--- src/rtl/spq_pkg.sv ---
// shared types and constants for the sorted priority queue
`timescale 1ns / 1ps

package spq_pkg;

   localparam int DEPTH = 16;
   localparam int CNT_W = $clog2(DEPTH + 1);
   localparam int VAL_W = 32;
   localparam int OCC_W = 5;

   typedef enum logic {
      MODE_PUSH = 1'b0,
      MODE_POP  = 1'b1
   } spq_mode_type;

   typedef enum logic [1:0] {
      ST_DONE  = 2'd0,
      ST_FULL  = 2'd1,
      ST_EMPTY = 2'd2
   } spq_status_type;

   typedef struct packed {
      logic signed [VAL_W-1:0] value;
      logic signed [VAL_W-1:0] prio;
   } spq_entry_type;

   // broadcast to every cell, already qualified by full / empty
   typedef struct packed {
      logic push;
      logic pop;
   } spq_op_type;

endpackage

--- src/rtl/spq_if.sv ---
// request and response channel interfaces of the sorted priority queue
`timescale 1ns / 1ps

interface spq_req_if import spq_pkg::*; ();
   logic                    valid;
   logic                    ready;
   logic                    mode;
   logic signed [VAL_W-1:0] item_value;
   logic signed [VAL_W-1:0] item_priority;

   modport source (output valid, output mode, output item_value, output item_priority,
                   input ready);
   modport sink   (input valid, input mode, input item_value, input item_priority,
                   output ready);
endinterface

interface spq_rsp_if import spq_pkg::*; ();
   logic                    valid;
   logic                    ready;
   logic [1:0]              status;
   logic signed [VAL_W-1:0] front_value;
   logic signed [VAL_W-1:0] front_priority;
   logic [OCC_W-1:0]        occupancy;

   modport source (output valid, output status, output front_value, output front_priority,
                   output occupancy, input ready);
   modport sink   (input valid, input status, input front_value, input front_priority,
                   input occupancy, output ready);
endinterface

--- src/rtl/spq_cell.sv ---
// one queue slot: holds an entry and shifts toward head or tail
`timescale 1ns / 1ps

module spq_cell import spq_pkg::*; (
   input  logic          clock,
   input  spq_op_type    op,
   input  spq_entry_type new_entry,
   input  spq_entry_type left_entry,
   input  logic          left_ge,
   input  spq_entry_type right_entry,
   input  logic          occupied,
   output spq_entry_type entry,
   output logic          ge
);

   spq_entry_type entry_ff;
   spq_entry_type entry_in;

   // held entry stays ahead of the new one when its priority is not lower
   assign ge = occupied && !(entry_ff.prio < new_entry.prio);

   always_comb begin
      entry_in = entry_ff;
      priority if (op.push) begin
         if (!ge) begin
            entry_in = left_ge ? new_entry : left_entry;
         end
      end else if (op.pop) begin
         entry_in = right_entry;
      end else begin
         entry_in = entry_ff;
      end
   end

   always_ff @(posedge clock) begin
      entry_ff <= entry_in;
   end

   assign entry = entry_ff;

endmodule

--- src/rtl/spq_chain.sv ---
// row of queue cells, head at index zero
`timescale 1ns / 1ps

module spq_chain import spq_pkg::*; (
   input  logic             clock,
   input  spq_op_type       op,
   input  spq_entry_type    new_entry,
   input  logic [CNT_W-1:0] count,
   output spq_entry_type    front
);

   spq_entry_type cell_entry [DEPTH];
   logic          cell_ge    [DEPTH];

   for (genvar i = 0; i < DEPTH; i++) begin : g_cell
      spq_entry_type left_entry;
      spq_entry_type right_entry;
      logic          left_ge;

      if (i == 0) begin : g_head
         assign left_entry = new_entry;
         assign left_ge    = 1'b1;
      end else begin : g_body
         assign left_entry = cell_entry[i-1];
         assign left_ge    = cell_ge[i-1];
      end

      if (i == DEPTH - 1) begin : g_tail
         assign right_entry = cell_entry[i];
      end else begin : g_inner
         assign right_entry = cell_entry[i+1];
      end

      spq_cell u_cell (
         .clock       (clock),
         .op          (op),
         .new_entry   (new_entry),
         .left_entry  (left_entry),
         .left_ge     (left_ge),
         .right_entry (right_entry),
         .occupied    (CNT_W'(i) < count),
         .entry       (cell_entry[i]),
         .ge          (cell_ge[i])
      );
   end

   assign front = cell_entry[0];

endmodule

--- src/rtl/sorted_priority_queue_top.sv ---
// Sorted priority queue, highest priority first, equal priorities in arrival order.
// Request channel req_chan carries mode (push or pop), item_value and item_priority;
// response channel rsp_chan returns status, front_value, front_priority and the
// occupancy after the operation. Every request beat gives exactly one response beat.
// The queue is a row of DEPTH cells; each cell compares its own priority with the
// incoming one in parallel and either keeps, takes the new entry or takes its
// neighbor, so a push or pop updates the whole row of cells together.
// The response is registered: valid on the cycle after the request is accepted.
// Throughput: one request per cycle when not stalled (single response register).
// A push on a full queue returns status full, a pop on an empty queue returns
// status empty; both leave the queue untouched and report zero value and priority.
// If the receiver stalls, the response holds and req_chan.ready drops until the
// response is taken; ready is high again in the same cycle the response leaves.
// Reset (synchronous, active high) empties the queue and drops the response valid;
// entry storage is not cleared since only held entries are ever read.
`timescale 1ns / 1ps

module sorted_priority_queue_top import spq_pkg::*; (
   input  logic     clock,
   input  logic     reset,
   spq_req_if.sink  req_chan,
   spq_rsp_if.source rsp_chan
);

   logic             accept;
   logic             is_pop;
   logic             full;
   logic             empty;
   spq_op_type       op;
   spq_entry_type    new_entry;
   spq_entry_type    front;

   logic [CNT_W-1:0] count_ff;
   logic [CNT_W-1:0] count_in;
   logic             rsp_valid_ff;
   spq_status_type   status_ff;
   spq_status_type   status_in;
   spq_entry_type    rsp_entry_ff;
   spq_entry_type    rsp_entry_in;

   assign req_chan.ready = !rsp_valid_ff || rsp_chan.ready;
   assign accept         = req_chan.valid && req_chan.ready;
   assign is_pop         = (req_chan.mode == MODE_POP);
   assign full           = (count_ff == CNT_W'(DEPTH));
   assign empty          = (count_ff == '0);

   assign op.push = accept && !is_pop && !full;
   assign op.pop  = accept && is_pop && !empty;

   assign new_entry.value = req_chan.item_value;
   assign new_entry.prio  = req_chan.item_priority;

   spq_chain u_chain (
      .clock     (clock),
      .op        (op),
      .new_entry (new_entry),
      .count     (count_ff),
      .front     (front)
   );

   always_comb begin
      count_in     = count_ff;
      status_in    = ST_DONE;
      rsp_entry_in = '0;
      priority if (op.push) begin
         count_in = count_ff + CNT_W'(1);
      end else if (op.pop) begin
         count_in     = count_ff - CNT_W'(1);
         rsp_entry_in = front;
      end else if (is_pop) begin
         status_in = ST_EMPTY;
      end else begin
         status_in = ST_FULL;
      end
   end

   always_ff @(posedge clock) begin
      if (reset) begin
         count_ff     <= '0;
         rsp_valid_ff <= 1'b0;
      end else begin
         if (accept) begin
            count_ff <= count_in;
         end
         if (accept) begin
            rsp_valid_ff <= 1'b1;
         end else if (rsp_chan.ready) begin
            rsp_valid_ff <= 1'b0;
         end
      end
   end

   // response payload, loaded with each accepted beat
   always_ff @(posedge clock) begin
      if (accept) begin
         status_ff    <= status_in;
         rsp_entry_ff <= rsp_entry_in;
      end
   end

   assign rsp_chan.valid          = rsp_valid_ff;
   assign rsp_chan.status         = status_ff;
   assign rsp_chan.front_value    = rsp_entry_ff.value;
   assign rsp_chan.front_priority = rsp_entry_ff.prio;
   assign rsp_chan.occupancy      = OCC_W'(count_ff);

`ifndef SYNTHESIS
   a_count_bound: assert property (@(posedge clock) disable iff (reset)
      count_ff <= CNT_W'(DEPTH))
      else $error("entry count above depth");

   a_accept_gives_rsp: assert property (@(posedge clock) disable iff (reset)
      accept |=> rsp_valid_ff)
      else $error("accepted beat without response");

   a_refused_keeps_count: assert property (@(posedge clock) disable iff (reset)
      (accept && !op.push && !op.pop) |=> (count_ff == $past(count_ff)))
      else $error("refused operation changed the count");

   a_push_grows: assert property (@(posedge clock) disable iff (reset)
      op.push |=> (count_ff == $past(count_ff) + CNT_W'(1)) && (status_ff == ST_DONE))
      else $error("push did not grow the queue");

   a_pop_shrinks: assert property (@(posedge clock) disable iff (reset)
      op.pop |=> (count_ff == $past(count_ff) - CNT_W'(1)) && (status_ff == ST_DONE))
      else $error("pop did not shrink the queue");
`endif

endmodule

--- src/flat_wrapper.sv ---
// flat-port wrapper written by rule: the top's interface ports become plain ports
module sorted_priority_queue_top_flat import spq_pkg::*;
  (clock, reset, req_chan_valid, req_chan_mode, req_chan_item_value, req_chan_item_priority, req_chan_ready, rsp_chan_valid, rsp_chan_status, rsp_chan_front_value, rsp_chan_front_priority, rsp_chan_occupancy, rsp_chan_ready);
  spq_req_if req_chan_i ();
  spq_rsp_if rsp_chan_i ();
  input  logic clock;
  input  logic reset;
  input wire logic [$bits(req_chan_i.valid)-1:0] req_chan_valid;
  input wire logic [$bits(req_chan_i.mode)-1:0] req_chan_mode;
  input wire logic [$bits(req_chan_i.item_value)-1:0] req_chan_item_value;
  input wire logic [$bits(req_chan_i.item_priority)-1:0] req_chan_item_priority;
  output wire logic [$bits(req_chan_i.ready)-1:0] req_chan_ready;
  output wire logic [$bits(rsp_chan_i.valid)-1:0] rsp_chan_valid;
  output wire logic [$bits(rsp_chan_i.status)-1:0] rsp_chan_status;
  output wire logic [$bits(rsp_chan_i.front_value)-1:0] rsp_chan_front_value;
  output wire logic [$bits(rsp_chan_i.front_priority)-1:0] rsp_chan_front_priority;
  output wire logic [$bits(rsp_chan_i.occupancy)-1:0] rsp_chan_occupancy;
  input wire logic [$bits(rsp_chan_i.ready)-1:0] rsp_chan_ready;
  assign req_chan_i.valid = req_chan_valid;
  assign req_chan_i.mode = req_chan_mode;
  assign req_chan_i.item_value = req_chan_item_value;
  assign req_chan_i.item_priority = req_chan_item_priority;
  assign req_chan_ready = req_chan_i.ready;
  assign rsp_chan_valid = rsp_chan_i.valid;
  assign rsp_chan_status = rsp_chan_i.status;
  assign rsp_chan_front_value = rsp_chan_i.front_value;
  assign rsp_chan_front_priority = rsp_chan_i.front_priority;
  assign rsp_chan_occupancy = rsp_chan_i.occupancy;
  assign rsp_chan_i.ready = rsp_chan_ready;
  sorted_priority_queue_top u_core (.clock(clock), .reset(reset), .req_chan(req_chan_i), .rsp_chan(rsp_chan_i));
endmodule
--- config.mk ---
export PLATFORM = sky130hd
export DESIGN_NAME = sorted_priority_queue_top_flat
export DESIGN_NICKNAME = d
export VERILOG_FILES = /design/src/rtl/spq_pkg.sv /design/src/rtl/spq_if.sv /design/src/rtl/spq_cell.sv /design/src/rtl/spq_chain.sv /design/src/rtl/sorted_priority_queue_top.sv /design/src/flat_wrapper.sv
export SDC_FILE = /design/constraint.sdc
export NUM_CORES = 2
export LEC_CHECK = 0
export ABC_AREA = 1
export ABC_CLOCK_PERIOD_IN_PS = 8500
export BUFFER_PORTS_ARGS = -buffer_cell sky130_fd_sc_hd__buf_2
export CORE_AREA = 2 2 452 342
export DETAILED_ROUTE_END_ITERATION = 10
export DIE_AREA = 0 0 454 344
export SYNTH_ARGS = -nofsm -noshare
export SYNTH_HDL_FRONTEND = slang
export SYNTH_HIERARCHICAL = 1
export SYNTH_SLANG_ARGS = --single-unit
--- constraint.sdc ---
create_clock -name clock -period 8.5 [get_ports clock]
set_input_delay 1.275 -clock clock [delete_from_list [all_inputs] [get_ports clock]]
set_output_delay 1.275 -clock clock [all_outputs]
set_load 0.01 [all_outputs]
==> flow_summary.toml <==
[finish]
fin_nets = 8628
fin_cells = 10180
regArea_sq_mm = 0.03285
fillerInstances = 14238
final_common_cell = "nand2_1"
post-route-util_pct = 48.55
final_cell_mix = "nand2_1, o21ai_0, nor2_1"
fin_area_sq_mm = 0.07360
multiInputGateArea_sq_mm = 0.03012
area_delta_synth_final_pct = 8.544
drive_gt1_share_pct = 7.782

[power]
p_sw_uw = 6208
power_frac_seq_pct = 45.7
comb_power_share_pct = 25.3
total_power_uw = 17720
power.share.switching_pct = 35.03
peakVddDrop_mv = 0.1846
p_leak_uw = 0.03142
p_int_uw = 11510
powerDensity_mw_per_mm2 = 240.8
power.share.clock_pct = 29.0

[clocking]
cts_max_level = 3
clockBufferDepth = 3
clock_latency_ns = 0.77
cts_hold_buf = 0
cts_tree = "done"
cts_inserted_buffers = 117
cts_resized = 0
numClockSinks = 1096
root_buffer = "clkbuf_16"
post_cts_buffers = 0
clk_pin_slew_ns = 0.06

[route]
drt_first_pass_iters = 6
ant_nets = 0
first_iter_violations = 8414
viasPerCell = 5.633
wire_per_inst_um = 19.71
remaining_drc_errors = 0
routed_wl_um = 200700
vias = 57342

[setup_path]
start_kind = "register"
reg2reg_slack_ns = 4.02
crit_path_end_kind = "register"
arrival_ns = 4.89
critical_path_class = "register to register"
r2r_cells = 9
reg2reg_from = "u_core/rsp_chan.occupancy[4]$_SDFFE_PP0P_"
reg2reg_to = "u_core/u_chain/g_cell[2].u_cell/entry[49]$_DFFE_PP_"
required_ns = 8.91
critPathMaxFanout = 77

[global_routing]
busiest_layer = "met1"
overflow = 0
grt_use_met1_pct = 43.72
gr-usage-all-layers_pct = 24.98
grt_pass1_wl_um = 311800
met2_usage_pct = 30.71
grt_max_degree = 172
antenna_found_initial = 4
first_global_vias = 52329
use_met3_pct = 4.452

[timing]
clock_skew_ns = 0.02898
maxSlewViolCount = 0
rsz0062_at_grt = "no"
worst_pin_slew_ns = 1.197
setup_viol = 0
hold_viol = 0
period_minus_slack_ns = 4.484
finalCritPeriodShare_pct = 52.76
setup_tns_ns = 0
max_freq_mhz = 223.0
slew_headroom_pct = 20.19

[hold_path]
hp-class = "register to register"
hp-start = "u_core/rsp_chan.valid$_SDFFE_PP0P_"
hold_path_end = "u_core/rsp_chan.valid$_SDFFE_PP0P_"
hold_depth = 2

[placed_design]
dpl_cell_area_sq_mm = 0.06985
gp_congestion = 0.8660
dp_hpwl_um = 140800
placed_cells = 9955
port_buffers = 141

[logic_synthesis]
syn_area_per_cell_sq_um = 8.332
netlist_area_sq_mm = 0.06780
synth_warnings = 6
syn_inst = 8138

[floorplan]
ios = 142
start_util_pct = 44.73
dieArea_sq_mm = 0.1562
die_h_um = 344
die_x_um = 454
rows = 124
fp.coreArea_sq_mm = 0.1516

[outcome]
status = "finished clean"

[flow_run]
maxCapViolCount = 0
## routing by layer
metal,vias to the layer above,part of all wire (%)
met5,-,0
met4,0,1.4
met3,186,11
met2,2969,36
met1,26768,51
li1,27419,-
## worst max-delay path by stage
stage	from	endpoint	slack (ns)	cells past startpoint
6_report	u_core/rsp_chan.occupancy[4]$_SDFFE_PP0P_	u_core/u_chain/g_cell[2].u_cell/entry[49]$_DFFE_PP_	4.02	9
5_1_grt	u_core/rsp_chan.occupancy[4]$_SDFFE_PP0P_	u_core/u_chain/g_cell[2].u_cell/entry[44]$_DFFE_PP_	3.69	9
4_1_cts	u_core/rsp_chan.occupancy[4]$_SDFFE_PP0P_	u_core/u_chain/g_cell[2].u_cell/entry[49]$_DFFE_PP_	4.00	9
3_5_place_dp	req_chan_item_priority[15]	u_core/u_chain/g_cell[8].u_cell/entry[8]$_DFFE_PP_	3.51	18
3_3_place_gp	req_chan_item_priority[5]	u_core/u_chain/g_cell[1].u_cell/entry[1]$_DFFE_PP_	3.54	19
2_1_floorplan	rsp_chan_ready	u_core/u_chain/g_cell[8].u_cell/entry[0]$_DFFE_PP_	3.88	11
## flip-flops by register name, indices dropped and copies added, names as in the netlist
signal and cells:
u_core/rsp_chan.occupancy 5, u_core/rsp_chan.status 2, u_core/rsp_chan.front_priority 32, u_core/u_chain/g_cell.u_cell/entry 1024, u_core/rsp_chan.front_value 32, u_core/rsp_chan.valid 1
## stage by stage
stage,setup WS [ns],hold WS (ns)
floorplan,3.880,0.5195
global placement,3.540,0.5054
detailed placement,3.508,0.5215
CTS,4.000,0.5309
global route,3.688,0.5466
finish,4.016,0.5295
## area by class of cell
type	count	share of cell area [%]
Clock buffer	147	4.189
Sequential cell	1096	44.64
Tap cell	2016	3.427
Multi-Input combinational cell	5835	40.92
Antenna cell	4	0.01360
Clock inverter	74	0.8840
Timing Repair Buffer	240	2.003
Inverter	768	3.927
## power by group through the flow
stage	clock [uW]	combinational (uW)	sequential (uW)
after CTS	5220	4430	8060
after global placement	0	4250	8160
after detailed placement	0	4410	8170
final	5140	4490	8090
after global routing	5420	5100	8180
after floorplan	0	3220	7820
## worst max-delay path, cell delays in order (launching register included)
cell	delay, ns
dfxtp_1	0.95
nand3_1	0.24
nand2_2	0.27
inv_8	0.23
buf_4	0.40
inv_2	0.11
buf_4	0.53
nand2_1	0.14
nand2_2	0.57
buf_4	0.54
No activity file was read; power rests on OpenSTA's default activity.
